File: config.mk
export PLATFORM = sky130hd
export DESIGN_NAME = i2c_master_transfer_sequencer_flat
export DESIGN_NICKNAME = d
export VERILOG_FILES = /design/src/i2cms_pkg.sv /design/src/i2cms_if.sv /design/src/i2c_master_transfer_sequencer.sv /design/src/i2cms_front.sv /design/src/i2cms_queue.sv /design/src/i2cms_back.sv /design/src/flat_wrapper.sv
export SDC_FILE = /design/constraint.sdc
export NUM_CORES = 2
export LEC_CHECK = 0
export ABC_AREA = 1
export BUFFER_PORTS_ARGS = -buffer_cell sky130_fd_sc_hd__buf_2
export CORE_AREA = 2 2 477 669
export DETAILED_ROUTE_END_ITERATION = 10
export DIE_AREA = 0 0 479 671
export HOLD_SLACK_MARGIN = 0.03
export SLEW_MARGIN = 20
export SYNTH_ARGS = -nofsm -noshare
export SYNTH_HDL_FRONTEND = slang
export SYNTH_HIERARCHICAL = 1
export SYNTH_SLANG_ARGS = --single-unit
File: constraint.sdc
create_clock -name i_clk -period 6 [get_ports i_clk]
set_input_delay 0.3 -clock i_clk [delete_from_list [all_inputs] [get_ports i_clk]]
set_output_delay 0.3 -clock i_clk [all_outputs]
set_load 0.01 [all_outputs]
File: src/i2cms_pkg.sv
// ----------------------------------------------------------------------------
// I2C master transfer sequencer package
// Shared codes, operation encodings and the queue item type.
// ----------------------------------------------------------------------------
package i2cms_pkg;

    localparam int BUFFER_DEPTH_DEFAULT = 256;
    localparam int QUEUE_AW             = 1;
    localparam int QUEUE_DEPTH          = 1 << QUEUE_AW;

    // Input item kinds.
    localparam logic [1:0] KIND_START  = 2'd0;
    localparam logic [1:0] KIND_EVENT  = 2'd1;
    localparam logic [1:0] KIND_LOAD   = 2'd2;
    localparam logic [1:0] KIND_UNUSED = 2'd3;

    // Master status codes of the byte engine.
    localparam logic [7:0] SC_START        = 8'h08;
    localparam logic [7:0] SC_RESTART      = 8'h10;
    localparam logic [7:0] SC_SLAW_ACK     = 8'h18;
    localparam logic [7:0] SC_SLAW_NACK    = 8'h20;
    localparam logic [7:0] SC_DATA_TX_ACK  = 8'h28;
    localparam logic [7:0] SC_DATA_TX_NACK = 8'h30;
    localparam logic [7:0] SC_ARB_LOST     = 8'h38;
    localparam logic [7:0] SC_SLAR_ACK     = 8'h40;
    localparam logic [7:0] SC_SLAR_NACK    = 8'h48;
    localparam logic [7:0] SC_DATA_RX_ACK  = 8'h50;
    localparam logic [7:0] SC_DATA_RX_NACK = 8'h58;

    // Classified operations handed from the front to the back.
    localparam logic [3:0] OP_NOP       = 4'd0;
    localparam logic [3:0] OP_START     = 4'd1;
    localparam logic [3:0] OP_LOAD      = 4'd2;
    localparam logic [3:0] OP_ADDR      = 4'd3;
    localparam logic [3:0] OP_TX_FIRST  = 4'd4;
    localparam logic [3:0] OP_ABORT     = 4'd5;
    localparam logic [3:0] OP_TX_NEXT   = 4'd6;
    localparam logic [3:0] OP_ARB_LOST  = 4'd7;
    localparam logic [3:0] OP_RX_ARM    = 4'd8;
    localparam logic [3:0] OP_RX_DATA   = 4'd9;
    localparam logic [3:0] OP_RX_LAST   = 4'd10;
    localparam logic [3:0] OP_UNKNOWN   = 4'd11;

    // Control field codes.
    localparam logic [1:0] CTL_NONE = 2'd0;
    localparam logic [1:0] CTL_SET  = 2'd1;
    localparam logic [1:0] CTL_CLR  = 2'd2;

    // Transfer status codes.
    localparam logic [1:0] ST_BUSY = 2'd0;
    localparam logic [1:0] ST_OK   = 2'd1;
    localparam logic [1:0] ST_ERR  = 2'd2;

    // Configuration register indexes.
    localparam logic [1:0] REG_TARGET_ADDRESS  = 2'd0;
    localparam logic [1:0] REG_READ_NOT_WRITE  = 2'd1;
    localparam logic [1:0] REG_TRANSFER_LENGTH = 2'd2;

    typedef struct packed {
        logic [3:0] op;
        logic [7:0] data;
        logic [7:0] pos;
    } t_op_item;

endpackage

File: src/i2cms_if.sv
// ----------------------------------------------------------------------------
// I2C master transfer sequencer channels
// Input, result and configuration channels with valid/ready handshakes.
// ----------------------------------------------------------------------------
interface i2cms_in_if;
    logic       valid;
    logic       ready;
    logic [1:0] kind;
    logic [7:0] status_code;
    logic [7:0] rx_data;
    logic [7:0] load_index;
    logic [7:0] load_byte;

    modport source (
        output valid, kind, status_code, rx_data, load_index, load_byte,
        input  ready
    );
    modport sink (
        input  valid, kind, status_code, rx_data, load_index, load_byte,
        output ready
    );
endinterface

interface i2cms_out_if;
    logic       valid;
    logic       ready;
    logic [1:0] start_ctl;
    logic       stop_set;
    logic [1:0] ack_ctl;
    logic       irq_clear;
    logic       tx_valid;
    logic [7:0] tx_byte;
    logic       rx_valid;
    logic [7:0] rx_byte;
    logic [7:0] rx_index;
    logic       done_res;
    logic [1:0] xfer_status;

    modport source (
        output valid, start_ctl, stop_set, ack_ctl, irq_clear, tx_valid, tx_byte,
               rx_valid, rx_byte, rx_index, done_res, xfer_status,
        input  ready
    );
    modport sink (
        input  valid, start_ctl, stop_set, ack_ctl, irq_clear, tx_valid, tx_byte,
               rx_valid, rx_byte, rx_index, done_res, xfer_status,
        output ready
    );
endinterface

interface i2cms_cfg_if;
    logic       valid;
    logic       ready;
    logic [1:0] index;
    logic [7:0] data;

    modport source (
        output valid, index, data,
        input  ready
    );
    modport sink (
        input  valid, index, data,
        output ready
    );
endinterface

File: src/i2c_master_transfer_sequencer.sv
// ----------------------------------------------------------------------------
// I2C master transfer sequencer
// Drives one I2C master read or write transfer from the status codes of a
// byte-level I2C engine and returns one result beat per input beat.
// ----------------------------------------------------------------------------
// The block takes one input beat per cycle while its queue is not full and
// returns one result beat for each, in order. A beat is classified in the
// cycle it is accepted, waits in a two-entry queue, and is executed by the
// back end, whose output register holds the result; the transfer buffer has a
// single write port and a single registered read port. Buffer entries are
// undefined until loaded or received, and there is no clearing pass after
// reset. Configuration registers may be written only while no beat is in
// flight.
module i2c_master_transfer_sequencer import i2cms_pkg::*; #(
    parameter int BUFFER_DEPTH = BUFFER_DEPTH_DEFAULT
) (
    input  logic        i_clk,
    input  logic        i_rst_n,
    i2cms_in_if.sink    i_in,
    i2cms_cfg_if.sink   i_cfg,
    i2cms_out_if.source o_out
);

    logic     push;
    logic     pop;
    logic     full;
    logic     empty;
    t_op_item push_item;
    t_op_item head_item;

    i2cms_front u_front (
        .i_in   (i_in),
        .i_full (full),
        .o_push (push),
        .o_item (push_item)
    );

    i2cms_queue u_queue (
        .i_clk   (i_clk),
        .i_rst_n (i_rst_n),
        .i_push  (push),
        .i_item  (push_item),
        .i_pop   (pop),
        .o_full  (full),
        .o_empty (empty),
        .o_head  (head_item)
    );

    i2cms_back #(
        .BUFFER_DEPTH (BUFFER_DEPTH)
    ) u_back (
        .i_clk   (i_clk),
        .i_rst_n (i_rst_n),
        .i_empty (empty),
        .i_head  (head_item),
        .o_pop   (pop),
        .i_cfg   (i_cfg),
        .o_out   (o_out)
    );

endmodule

File: src/i2cms_front.sv
// ----------------------------------------------------------------------------
// I2C master transfer sequencer front end
// Accepts input beats and classifies them into operations for the queue.
// ----------------------------------------------------------------------------
module i2cms_front import i2cms_pkg::*; (
    i2cms_in_if.sink i_in,
    input  logic     i_full,
    output logic     o_push,
    output t_op_item o_item
);

    logic [3:0] event_op;
    logic [3:0] op;

    always_comb begin
        case (i_in.status_code)
            SC_START, SC_RESTART:                        event_op = OP_ADDR;
            SC_SLAW_ACK:                                 event_op = OP_TX_FIRST;
            SC_SLAW_NACK, SC_DATA_TX_NACK, SC_SLAR_NACK: event_op = OP_ABORT;
            SC_DATA_TX_ACK:                              event_op = OP_TX_NEXT;
            SC_ARB_LOST:                                 event_op = OP_ARB_LOST;
            SC_SLAR_ACK:                                 event_op = OP_RX_ARM;
            SC_DATA_RX_ACK:                              event_op = OP_RX_DATA;
            SC_DATA_RX_NACK:                             event_op = OP_RX_LAST;
            default:                                     event_op = OP_UNKNOWN;
        endcase
    end

    always_comb begin
        case (i_in.kind)
            KIND_START:  op = OP_START;
            KIND_EVENT:  op = event_op;
            KIND_LOAD:   op = OP_LOAD;
            KIND_UNUSED: op = OP_NOP;
            default:     op = OP_NOP;
        endcase
    end

    assign i_in.ready  = !i_full;
    assign o_push      = i_in.valid && !i_full;
    assign o_item.op   = op;
    assign o_item.data = (i_in.kind == KIND_LOAD) ? i_in.load_byte : i_in.rx_data;
    assign o_item.pos  = i_in.load_index;

endmodule

File: src/i2cms_queue.sv
// ----------------------------------------------------------------------------
// I2C master transfer sequencer queue
// Short first-in first-out queue between the front end and the back end.
// ----------------------------------------------------------------------------
module i2cms_queue import i2cms_pkg::*; (
    input  logic     i_clk,
    input  logic     i_rst_n,
    input  logic     i_push,
    input  t_op_item i_item,
    input  logic     i_pop,
    output logic     o_full,
    output logic     o_empty,
    output t_op_item o_head
);

    t_op_item              r_slot [QUEUE_DEPTH];
    logic [QUEUE_AW-1:0]   r_wr_ptr;
    logic [QUEUE_AW-1:0]   r_rd_ptr;
    logic [QUEUE_AW:0]     r_count;

    logic do_push;
    logic do_pop;

    assign o_full  = (r_count == (QUEUE_AW+1)'(QUEUE_DEPTH));
    assign o_empty = (r_count == '0);
    assign o_head  = r_slot[r_rd_ptr];
    assign do_push = i_push && !o_full;
    assign do_pop  = i_pop && !o_empty;

    always_ff @(posedge i_clk) begin
        if (do_push) begin
            r_slot[r_wr_ptr] <= i_item;
        end
    end

    always_ff @(posedge i_clk) begin
        if (!i_rst_n) begin
            r_wr_ptr <= '0;
            r_rd_ptr <= '0;
            r_count  <= '0;
        end else begin
            if (do_push) begin
                r_wr_ptr <= r_wr_ptr + 1'b1;
            end
            if (do_pop) begin
                r_rd_ptr <= r_rd_ptr + 1'b1;
            end
            if (do_push && !do_pop) begin
                r_count <= r_count + 1'b1;
            end else if (do_pop && !do_push) begin
                r_count <= r_count - 1'b1;
            end
        end
    end

endmodule

File: src/i2cms_back.sv
// ----------------------------------------------------------------------------
// I2C master transfer sequencer back end
// Executes queued operations, keeps the transfer state and buffer, and
// holds the result beat in an output register.
// ----------------------------------------------------------------------------
module i2cms_back import i2cms_pkg::*; #(
    parameter int BUFFER_DEPTH = BUFFER_DEPTH_DEFAULT
) (
    input  logic        i_clk,
    input  logic        i_rst_n,
    input  logic        i_empty,
    input  t_op_item    i_head,
    output logic        o_pop,
    i2cms_cfg_if.sink   i_cfg,
    i2cms_out_if.source o_out
);

    localparam int         AW      = (BUFFER_DEPTH > 1) ? $clog2(BUFFER_DEPTH) : 1;
    localparam logic [8:0] DEPTH_W = 9'(BUFFER_DEPTH);

    logic [7:0] r_mem [BUFFER_DEPTH];
    logic [7:0] r_rd_data;

    logic [6:0] r_target_address;
    logic       r_read_not_write;
    logic [7:0] r_transfer_length;
    logic [7:0] r_byte_index;
    logic [1:0] r_status;

    logic       r_out_valid;
    logic [1:0] r_start_ctl;
    logic       r_stop_set;
    logic [1:0] r_ack_ctl;
    logic       r_irq_clear;
    logic       r_tx_valid;
    logic       r_tx_from_mem;
    logic [7:0] r_tx_byte;
    logic       r_rx_valid;
    logic [7:0] r_rx_byte;
    logic [7:0] r_rx_index;
    logic       r_done_res;

    logic [7:0] n_byte_index;
    logic [1:0] n_status;
    logic [1:0] start_ctl;
    logic       stop_set;
    logic [1:0] ack_ctl;
    logic       irq_clear;
    logic       tx_valid;
    logic       tx_from_mem;
    logic [7:0] tx_byte;
    logic       rx_valid;
    logic [7:0] rx_byte;
    logic [7:0] rx_index;
    logic       done_res;
    logic       wr_req;
    logic [7:0] wr_pos;
    logic [7:0] wr_data;
    logic       rd_req;
    logic [7:0] rd_pos;
    logic [7:0] index_inc;
    logic       mem_we;
    logic       mem_re;

    function automatic logic in_buffer(input logic [7:0] pos);
        in_buffer = ({1'b0, pos} < DEPTH_W);
    endfunction

    function automatic logic [1:0] ack_choice(input logic [7:0] idx, input logic [7:0] len);
        ack_choice = (({1'b0, idx} + 9'd1) >= {1'b0, len}) ? CTL_CLR : CTL_SET;
    endfunction

    assign o_pop     = !i_empty && (!r_out_valid || o_out.ready);
    assign index_inc = r_byte_index + 8'd1;

    always_comb begin
        n_byte_index = r_byte_index;
        n_status     = r_status;
        start_ctl    = CTL_NONE;
        stop_set     = 1'b0;
        ack_ctl      = CTL_NONE;
        irq_clear    = 1'b0;
        tx_valid     = 1'b0;
        tx_from_mem  = 1'b0;
        tx_byte      = 8'd0;
        rx_valid     = 1'b0;
        rx_byte      = 8'd0;
        rx_index     = 8'd0;
        done_res     = 1'b0;
        wr_req       = 1'b0;
        wr_pos       = i_head.pos;
        wr_data      = i_head.data;
        rd_req       = 1'b0;
        rd_pos       = r_byte_index;

        case (i_head.op)
            OP_START: begin
                n_byte_index = 8'd0;
                n_status     = ST_BUSY;
                start_ctl    = CTL_SET;
            end
            OP_LOAD: begin
                wr_req = 1'b1;
            end
            OP_ADDR: begin
                irq_clear    = 1'b1;
                tx_valid     = 1'b1;
                tx_byte      = {r_target_address, r_read_not_write};
                start_ctl    = CTL_CLR;
                n_byte_index = 8'd0;
            end
            OP_TX_FIRST: begin
                irq_clear   = 1'b1;
                start_ctl   = CTL_CLR;
                tx_valid    = 1'b1;
                rd_pos      = r_byte_index;
                rd_req      = in_buffer(r_byte_index);
                tx_from_mem = in_buffer(r_byte_index);
            end
            OP_ABORT: begin
                irq_clear = 1'b1;
                start_ctl = CTL_CLR;
                n_status  = ST_ERR;
                done_res  = 1'b1;
                stop_set  = 1'b1;
            end
            OP_TX_NEXT: begin
                irq_clear    = 1'b1;
                start_ctl    = CTL_CLR;
                n_byte_index = index_inc;
                if (index_inc >= r_transfer_length) begin
                    n_status = ST_OK;
                    done_res = 1'b1;
                    stop_set = 1'b1;
                end else begin
                    tx_valid    = 1'b1;
                    rd_pos      = index_inc;
                    rd_req      = in_buffer(index_inc);
                    tx_from_mem = in_buffer(index_inc);
                end
            end
            OP_ARB_LOST: begin
                irq_clear = 1'b1;
                start_ctl = CTL_SET;
            end
            OP_RX_ARM: begin
                irq_clear = 1'b1;
                start_ctl = CTL_CLR;
                ack_ctl   = ack_choice(r_byte_index, r_transfer_length);
            end
            OP_RX_DATA, OP_RX_LAST: begin
                irq_clear = 1'b1;
                start_ctl = CTL_CLR;
                if (r_byte_index < r_transfer_length) begin
                    rx_valid     = 1'b1;
                    rx_byte      = i_head.data;
                    rx_index     = r_byte_index;
                    wr_req       = 1'b1;
                    wr_pos       = r_byte_index;
                    n_byte_index = index_inc;
                end
                if (i_head.op == OP_RX_LAST) begin
                    n_status = ST_OK;
                    done_res = 1'b1;
                    stop_set = 1'b1;
                end else begin
                    ack_ctl = ack_choice(n_byte_index, r_transfer_length);
                end
            end
            OP_UNKNOWN: begin
                irq_clear = 1'b1;
                start_ctl = CTL_CLR;
                ack_ctl   = CTL_SET;
                n_status  = ST_ERR;
                done_res  = 1'b1;
            end
            default: begin
                n_byte_index = r_byte_index;
            end
        endcase
    end

    assign mem_we = o_pop && wr_req && in_buffer(wr_pos);
    assign mem_re = o_pop && rd_req;

    always_ff @(posedge i_clk) begin
        if (mem_we) begin
            r_mem[wr_pos[AW-1:0]] <= wr_data;
        end
        if (mem_re) begin
            r_rd_data <= r_mem[rd_pos[AW-1:0]];
        end
    end

    always_ff @(posedge i_clk) begin
        if (o_pop) begin
            r_start_ctl   <= start_ctl;
            r_stop_set    <= stop_set;
            r_ack_ctl     <= ack_ctl;
            r_irq_clear   <= irq_clear;
            r_tx_valid    <= tx_valid;
            r_tx_from_mem <= tx_from_mem;
            r_tx_byte     <= tx_byte;
            r_rx_valid    <= rx_valid;
            r_rx_byte     <= rx_byte;
            r_rx_index    <= rx_index;
            r_done_res    <= done_res;
        end
    end

    always_ff @(posedge i_clk) begin
        if (!i_rst_n) begin
            r_out_valid       <= 1'b0;
            r_byte_index      <= 8'd0;
            r_status          <= ST_OK;
            r_target_address  <= 7'd0;
            r_read_not_write  <= 1'b0;
            r_transfer_length <= 8'd0;
        end else begin
            if (o_pop) begin
                r_out_valid  <= 1'b1;
                r_byte_index <= n_byte_index;
                r_status     <= n_status;
            end else if (o_out.ready) begin
                r_out_valid <= 1'b0;
            end
            if (i_cfg.valid) begin
                case (i_cfg.index)
                    REG_TARGET_ADDRESS:  r_target_address  <= i_cfg.data[6:0];
                    REG_READ_NOT_WRITE:  r_read_not_write  <= i_cfg.data[0];
                    REG_TRANSFER_LENGTH: r_transfer_length <= i_cfg.data;
                    default:             r_transfer_length <= r_transfer_length;
                endcase
            end
        end
    end

    assign i_cfg.ready       = 1'b1;
    assign o_out.valid       = r_out_valid;
    assign o_out.start_ctl   = r_start_ctl;
    assign o_out.stop_set    = r_stop_set;
    assign o_out.ack_ctl     = r_ack_ctl;
    assign o_out.irq_clear   = r_irq_clear;
    assign o_out.tx_valid    = r_tx_valid;
    assign o_out.tx_byte     = r_tx_from_mem ? r_rd_data : r_tx_byte;
    assign o_out.rx_valid    = r_rx_valid;
    assign o_out.rx_byte     = r_rx_byte;
    assign o_out.rx_index    = r_rx_index;
    assign o_out.done_res    = r_done_res;
    assign o_out.xfer_status = r_status;

endmodule
File: src/flat_wrapper.sv
// flat-port wrapper written by rule: the top's interface ports become plain ports
module i2c_master_transfer_sequencer_flat import i2cms_pkg::*;
#(
    parameter int BUFFER_DEPTH = BUFFER_DEPTH_DEFAULT
)
  (i_clk, i_rst_n, i_in_valid, i_in_kind, i_in_status_code, i_in_rx_data, i_in_load_index, i_in_load_byte, i_in_ready, i_cfg_valid, i_cfg_index, i_cfg_data, i_cfg_ready, o_out_valid, o_out_start_ctl, o_out_stop_set, o_out_ack_ctl, o_out_irq_clear, o_out_tx_valid, o_out_tx_byte, o_out_rx_valid, o_out_rx_byte, o_out_rx_index, o_out_done_res, o_out_xfer_status, o_out_ready);
  i2cms_in_if i_in_i ();
  i2cms_cfg_if i_cfg_i ();
  i2cms_out_if o_out_i ();
  input  logic i_clk;
  input  logic i_rst_n;
  input wire logic [$bits(i_in_i.valid)-1:0] i_in_valid;
  input wire logic [$bits(i_in_i.kind)-1:0] i_in_kind;
  input wire logic [$bits(i_in_i.status_code)-1:0] i_in_status_code;
  input wire logic [$bits(i_in_i.rx_data)-1:0] i_in_rx_data;
  input wire logic [$bits(i_in_i.load_index)-1:0] i_in_load_index;
  input wire logic [$bits(i_in_i.load_byte)-1:0] i_in_load_byte;
  output wire logic [$bits(i_in_i.ready)-1:0] i_in_ready;
  input wire logic [$bits(i_cfg_i.valid)-1:0] i_cfg_valid;
  input wire logic [$bits(i_cfg_i.index)-1:0] i_cfg_index;
  input wire logic [$bits(i_cfg_i.data)-1:0] i_cfg_data;
  output wire logic [$bits(i_cfg_i.ready)-1:0] i_cfg_ready;
  output wire logic [$bits(o_out_i.valid)-1:0] o_out_valid;
  output wire logic [$bits(o_out_i.start_ctl)-1:0] o_out_start_ctl;
  output wire logic [$bits(o_out_i.stop_set)-1:0] o_out_stop_set;
  output wire logic [$bits(o_out_i.ack_ctl)-1:0] o_out_ack_ctl;
  output wire logic [$bits(o_out_i.irq_clear)-1:0] o_out_irq_clear;
  output wire logic [$bits(o_out_i.tx_valid)-1:0] o_out_tx_valid;
  output wire logic [$bits(o_out_i.tx_byte)-1:0] o_out_tx_byte;
  output wire logic [$bits(o_out_i.rx_valid)-1:0] o_out_rx_valid;
  output wire logic [$bits(o_out_i.rx_byte)-1:0] o_out_rx_byte;
  output wire logic [$bits(o_out_i.rx_index)-1:0] o_out_rx_index;
  output wire logic [$bits(o_out_i.done_res)-1:0] o_out_done_res;
  output wire logic [$bits(o_out_i.xfer_status)-1:0] o_out_xfer_status;
  input wire logic [$bits(o_out_i.ready)-1:0] o_out_ready;
  assign i_in_i.valid = i_in_valid;
  assign i_in_i.kind = i_in_kind;
  assign i_in_i.status_code = i_in_status_code;
  assign i_in_i.rx_data = i_in_rx_data;
  assign i_in_i.load_index = i_in_load_index;
  assign i_in_i.load_byte = i_in_load_byte;
  assign i_in_ready = i_in_i.ready;
  assign i_cfg_i.valid = i_cfg_valid;
  assign i_cfg_i.index = i_cfg_index;
  assign i_cfg_i.data = i_cfg_data;
  assign i_cfg_ready = i_cfg_i.ready;
  assign o_out_valid = o_out_i.valid;
  assign o_out_start_ctl = o_out_i.start_ctl;
  assign o_out_stop_set = o_out_i.stop_set;
  assign o_out_ack_ctl = o_out_i.ack_ctl;
  assign o_out_irq_clear = o_out_i.irq_clear;
  assign o_out_tx_valid = o_out_i.tx_valid;
  assign o_out_tx_byte = o_out_i.tx_byte;
  assign o_out_rx_valid = o_out_i.rx_valid;
  assign o_out_rx_byte = o_out_i.rx_byte;
  assign o_out_rx_index = o_out_i.rx_index;
  assign o_out_done_res = o_out_i.done_res;
  assign o_out_xfer_status = o_out_i.xfer_status;
  assign o_out_i.ready = o_out_ready;
  i2c_master_transfer_sequencer #(.BUFFER_DEPTH(BUFFER_DEPTH)) u_core (.i_clk(i_clk), .i_rst_n(i_rst_n), .i_in(i_in_i), .i_cfg(i_cfg_i), .o_out(o_out_i));
endmodule
Word level (Yosys, flattened, before mapping)
Memory sizes are Yosys's and may differ from the RTL's. A register that Yosys moved wholly into a read port is not among the register bits. Cells that the tools add are included.

Add/subtract/negate cells: 7. $lt $le $gt $ge: 4. Equality and inequality tests: 30. Mux-type cells: 39. Reductions and logical operators: 36.

Operators with widths (number): $mux 8 (8); $eq 8x6->1 const B (4); $eq 8x7->1 const B (4); $pmux 4 s8 (1); $pmux 8 s3 (1); $add 8x1->9 const B (2); $ge 9x8->1 (2); $eq 4x3->1 const B (4); $eq 4x4->1 const B (4); $eq 8x5->1 const B (2); $pmux 4 s4 (1); $mux 2 (7); $mux 1 (13); $reduce_or 2->1 (6); $reduce_and 2->1 (5); $reduce_or 9->1 (1); $add 8x1->8 const B (1); $eq 2x2->1 const B (4); $eq 4x2->1 const B (2); $eq 8x4->1 const B (1); $ge 8x8->1 (1); $logic_and 1x1->1 (8); $lt 8x8->1 (1); $pmux 2 s4 (1); other kinds (19) (32).

Register bits: 65. Memory bits (writable): 2088. Bits of input ports: 49. Output and inout port bits: 38. Logic and storage cells: 138. Memories kept: 2.

Memory list: u_core.u_back.r_mem (words 256, bits a word 8, rd ports 1, clocked after Yosys merged registers in 1, wr ports 1, RTL line i2cms_back.sv:21) `logic [7:0] r_mem [BUFFER_DEPTH];`; u_core.u_queue.r_slot (words 2, bits a word 20, rd ports 1, clocked after Yosys merged registers in 1, wr ports 1, RTL line i2cms_queue.sv:16) `t_op_item r_slot [QUEUE_DEPTH];`.

Logic depth before layout (Yosys ltp)
Depth after elaboration: 8. Depth in mapped cells: 28. Mapped depth without buffers: 26.

By module
The synthesis kept the hierarchy.

By module, submodules not included: i2cms_back (instances 1, cells each 8315, area an instance 92082.1 µm², sequential area each 63300.7 µm²); i2cms_queue (instances 1, cells each 100, area an instance 1689.1 µm², sequential area each 1301.2 µm²); i2cms_front (instances 1, cells each 79, area an instance 450.4 µm², sequential area each 0.0 µm²).

Least setup slack after synthesis
No wires, ideal clock.

Kind: reg2reg. Start: reg u_core.u_queue.r_count[0]. End: mem u_core.u_back.r_mem[108][0] (enable). Setup time: 0.370 ns. Data arrival time: 4.207 ns. Data required time: 5.630 ns. Path slack: 1.422 ns. Cell stages (with the launch flop): 8. Buffers on the path: 1. Clock period less this slack: 4.578 ns. Path through: dfxtp_1 nor2_1 a21oi_1 o21ai_0 nor3_2 nand2_1 clkbuf_1 nor2_1.

Cells in the longest elaborated chain, start to end: 6.

Ends and longest elaborated chain: from (decl) (RTL line i2cms_queue.sv:19) `logic [QUEUE_AW:0] r_count;`; from (signal assigned) (RTL line i2cms_queue.sv:49) `r_count <= r_count + 1'b1;`; from (signal assigned) (RTL line i2cms_queue.sv:51) `r_count <= r_count - 1'b1;`; $logic_not 2->1 (RTL line i2cms_queue.sv:25) `assign o_empty = (r_count == '0);`; named net u_core.empty (RTL line i2c_master_transfer_sequencer.sv:27) `logic empty;`; $logic_not 1->1 (RTL line i2cms_back.sv:73) `assign o_pop = !i_empty && (!r_out_valid || o_out.ready);`; $logic_and 1x1->1 (RTL line i2cms_back.sv:73); named net u_core.pop (RTL line i2c_master_transfer_sequencer.sv:25) `logic pop;`; $logic_and 1x1->1 (RTL line i2cms_back.sv:183) `assign mem_we = o_pop && wr_req && in_buffer(wr_pos);`; $mux 1 (RTL line i2cms_back.sv:187) `if (mem_we) begin`; $mux 1 (implied by the code) (RTL line i2cms_back.sv:188) `r_mem[wr_pos[AW-1:0]] <= wr_data;`; to (decl) (RTL line i2cms_back.sv:21).

The timed path passes the listed nets, and every way through them passes these cells.

Worst setup path after layout
Start: reg u_core.u_back.r_byte_index[2]. End: reg u_core.u_back.r_rd_data[7] (read register of u_core.u_back.r_mem) (data pin).

Cells in the longest elaborated chain, start to end: 5. Elaborated cells on any way between the ends: 7. Those cells by class: add/sub (1); order compare (1); mux (4); reduce/logical (1).

Ends and longest elaborated chain: from (decl) (RTL line i2cms_back.sv:27) `logic [7:0] r_byte_index;`; from (signal assigned) (RTL line i2cms_back.sv:222) `r_byte_index <= n_byte_index;`; $add 8x1->8 (RTL line i2cms_back.sv:74) `assign index_inc = r_byte_index + 8'd1;`; $ge 8x8->1 (RTL line i2cms_back.sv:131) `if (index_inc >= r_transfer_length) begin`; $mux 1 (RTL line i2cms_back.sv:131); $pmux 1 s2 (RTL line i2cms_back.sv:96) `case (i_head.op)`; $logic_and 1x1->1 (RTL line i2cms_back.sv:184) `assign mem_re = o_pop && rd_req;`; to (decl) (RTL line i2cms_back.sv:22) `logic [7:0] r_rd_data;`.

Several ways; a longest one is shown, not always the timed one. A chain may end at the register's enable or synchronous reset.

==> results by group <==
Yosys
  • Largest family of logic cells by synthesized area: simple AND/OR/NAND/NOR gates
  • Mapped cell area: 94200 sq um
  • Simple-Gate Fraction of Synth Area: 22.1%
  • Mux share of post-synthesis cell area: 0.430%
  • Xor and xnor fraction of the mapped netlist area: 0.112%
  • Synthesis-stage register bit count: 2162
  • Synth Area in Adders: 0.359%
  • Ys async rst share: 0%
  • Prevailing post-synth register cell: edfxtp_1
  • Syn_area_per_cell: 11.1 sq um
  • Post-synth EDFFs: 2130
  • Ranking of synthesized cells by area: edfxtp_1, nand3_1, nand2_1, nand3b_1, inv_1
  • Post-synthesis compound-gate area fraction: 2.22%
  • Post-synth top area cell: edfxtp_1
  • Syn nets: 8570
  • Seq/Total Area, Yosys: 68.6%
  • Share of the synthesized area in the top cell type: 67.9%
  • Netlist cell types: 40
  • Synth warn: 6
  • Post-synthesis cell count: 8494

GRT
  • Initial antenna violation count: 2
  • Total global routing overflow: 0
  • Number of global-route vias before repair: 62573
  • All-layer global routing usage: 16.7%
  • Largest net degree at the start of global routing: 142
  • First-pass GRT wire length: 410000 um

Final layout
  • Layout area overhead: 12.9%
  • Final non-filler cell total: 12760
  • Nets: 8513
  • # fillers: 30843
  • Design area: 106000 sq um
  • Layout cell share with drive strength beyond 1: 7.45%

Detailed routing
  • Routed Antenna Nets: 0
  • DRC: 0
  • Vias: 63867
  • Pre-Repair DR Iteration Count: 7
  • Violation count after the first detailed-route iteration: 6734
  • Per-cell routed wire length: 21.9 um
  • Vias/cell: 5.01
  • WL final: 280000 um

Floorplanning
  • Die Area: 321000 sq um
  • IO Pins: 87
  • Die Width: 479 um
  • Die H: 671 um
  • Initial core utilization: 29.9%
  • CORE AREA: 315000 sq um
  • FP Rows: 244

Run status
  • Status: finished clean

Worst hold path
  • Worst Hold End: u_core/u_queue/r_slot[0][19]
  • Hold Path Depth: 5
  • Class of the worst hold path: primary input to register
  • Hold Startpoint: i_in_status_code[4]

Clock network
  • Clock slew at reported path FFs: 0.07 ns
  • Root buffer cell: clkbuf_16
  • # Post-CTS Setup Buffers: 0
  • Worst-Skew Late Latency: 0.88 ns
  • Longest Clk Path Bufs: 4
  • Clock sinks: 2162
  • Num CTS Buffers: 191
  • H-tree Lvls: 4
  • CTS tree: built

Timing
  • Slew @ Worst Pin: 1.14 ns
  • Post-layout minimum cycle time: 5.67 ns
  • Slew Limit Fails: 0
  • Final setup vio count: 0
  • Rel. slew slack: 23.7%
  • Clock Skews: 0.0560 ns
  • Fin. Hold Viols: 0
  • Unrepaired setup endpoints after global routing: false
  • Setup_tns: 0 ns
  • Fmax: 177 MHz
  • Crit share post-route: 94.4%

Placed design
  • Detail Placement HPWL: 167000 um
  • Dpl cells: 12375
  • Placed cell area: 99700 sq um
  • GPL Wtd Cong: 0.909
  • Buffers on Ports: 85

Setup path
  • CP Capture Type: register
  • Req. time, crit path: 6.59 ns
  • Crit Reg-Reg Endpoint: u_core/u_back/r_rd_data[7]
  • Crit start category: register
  • Reg2reg start: u_core/u_back/r_byte_index[2]
  • Worst EP arrival: 6.26 ns
  • Slack of the worst reg-to-reg path: 0.33 ns
  • Max FO, Critical Path: 65
  • R2r worst-path depth: 24
  • Crit Path Class: register to register

Power
  • Pwr Density: 480 nW/um^2
  • Maximum vdd ir drop: 0.441 mV
  • Pwr Total: 51.1 mW
  • Pleak: 38.4 nW

Flow run
  • Maxcap violations: 0
-- kinds of logic (layout without fill, tap and decap cells) --
logic type | Yosys count | count (layout)
and+or+nand+nor | 4482 | 4482
buffers and inverters | 1421 | 1503
muxes | 36 | 36
xor gates and xnor gates | 12 | 12
DFF | 2162 | 2162
adders and majority gates | 27 | 27
other | 1 | 3
AOI/OAI and AO/OA | 353 | 353
-- registers in the layout (all words and copies together) (netlist names), 7 cells and up, named ones only --
register,count
u_core/u_back/o_out.rx_byte,8
u_core/u_back/o_out.rx_index,8
u_core/u_back/r_byte_index,8
u_core/u_back/r_mem,2048
u_core/u_back/r_rd_data,8
u_core/u_back/r_target_address,7
u_core/u_back/r_transfer_length,8
u_core/u_back/r_tx_byte,8
u_core/u_queue/r_slot,40
-- how the worst max path moves through the flow --
stage | from | endpoint | slack, ns | cells past startpoint
after floorplan | u_core/u_queue/r_count[0] | u_core/u_back/r_mem[108][0] | 1.42 | 7
after CTS | u_core/u_back/r_byte_index[2] | u_core/u_back/r_rd_data[5] | 0.13 | 27
after detailed placement | u_core/u_back/r_byte_index[2] | u_core/u_back/r_rd_data[5] | 0.21 | 27
after global routing | u_core/u_back/r_byte_index[1] | u_core/u_back/r_rd_data[7] | 0.06 | 24
final | u_core/u_back/r_byte_index[2] | u_core/u_back/r_rd_data[7] | 0.33 | 24
after global placement | u_core/u_back/r_byte_index[2] | u_core/u_back/r_rd_data[1] | 0.08 | 23
-- placed cells by master (no fill, tap or decap), drive strengths merged, types with 2 or more instances in the layout --
cell         count
o211ai          99
xor2            11
nor2           345
ha              27
nor3            10
inv            872
bufinv          24
a21oi           48
a221oi           8
dlygate4sd3     51
mux2            36
o41ai            2
dfxtp           32
o21ai          191
nand2         2003
diode            2
nand3b         476
a211oi           2
clkinvlp         3
clkbuf         226
buf            256
nand4            7
nor4             2
edfxtp        2130
nand3         1639
clkinv          71
-- metrics by stage --
| stage | hold slack (ns) | utilization (%) | setup slack (ns) |
|---|---|---|---|
| after CTS | 0.0312 | 33.8 | 0.135 |
| after global routing | 0.0720 | 33.8 | 0.0578 |
| after global placement | 0.450 | 31.7 | 0.0824 |
| after detailed placement | 0.451 | 31.7 | 0.207 |
| after floorplan | 0.421 | - | 1.42 |
| final | 0.0720 | 33.8 | 0.335 |
-- power by group --
group | leakage, nW | total [mW] | internal (mW) | switching (mW)
sequential | 19.4 | 18.8 | 18.6 | 0.149
clock | 3.01 | 12.5 | 6.94 | 5.53
combinational | 15.9 | 19.8 | 4.99 | 14.9
-- metal layers --
| metal | wire length (um) | part of all wire [%] | global-route usage, % | vias up |
|---|---|---|---|---|
| met4 | 17900 | 6.4 | 9.85 | 0 |
| met5 | 0 | 0 | 0 | - |
| met2 | 140000 | 50 | 29.6 | 2656 |
| li1 | - | - | - | 29027 |
| met1 | 105000 | 37 | 19.5 | 31555 |
| met3 | 16900 | 6.0 | 1.88 | 629 |
-- area by class of cell --
class	instances	area, sq um	area share (%)
inverter	864	3270	3.07
antenna	2	5.00	0.00471
clock inverter	106	1180	1.11
tap	4182	5230	4.92
multi-input combinational	4911	24100	22.6
timing repair buffer	307	3040	2.86
clock buffer	226	4960	4.67
sequential	2162	64600	60.7
-- worst max-delay path: stages (launching register included) --
cell,delay [ns]
dfxtp_1,0.39
inv_1,0.17
nor3_2,0.21
nand3_1,0.14
nor3_1,0.20
xor2_1,0.20
inv_1,0.11
ha_1,0.30
nand2_1,0.11
nor2_1,0.07
nand2_1,0.06
nand2_1,0.07
nor2_2,0.25
nand3_4,0.22
inv_2,0.30
o21ai_4,0.13
inv_8,0.38
buf_12,0.31
nand3_1,0.40
nand3_1,0.22
nand3_1,0.09
nand3_1,0.09
nand3_1,0.19
nand3_1,0.51
nand2_1,0.12
-- Yosys cell counts (all sizes together), types with 7 or more instances --
library cell     n
inv            863
a21oi           48
xor2            11
a221oi           8
nand3b         476
dfxtp           32
nand4            7
buf            413
nand3         1639
edfxtp        2130
o211ai          99
o21ai          191
nand2         2003
nor2           345
clkbuf         144
nor3            10
mux2            36
ha              27
-- what timing repair did --
item                                    4_1_cts  5_1_grt
hold buffers                                 51        0
hold endpoints to repair                     63        0
gates resized for setup                       0        6
endpoints found under the setup margin        0        8
No activity file was read; power rests on OpenSTA's default activity.
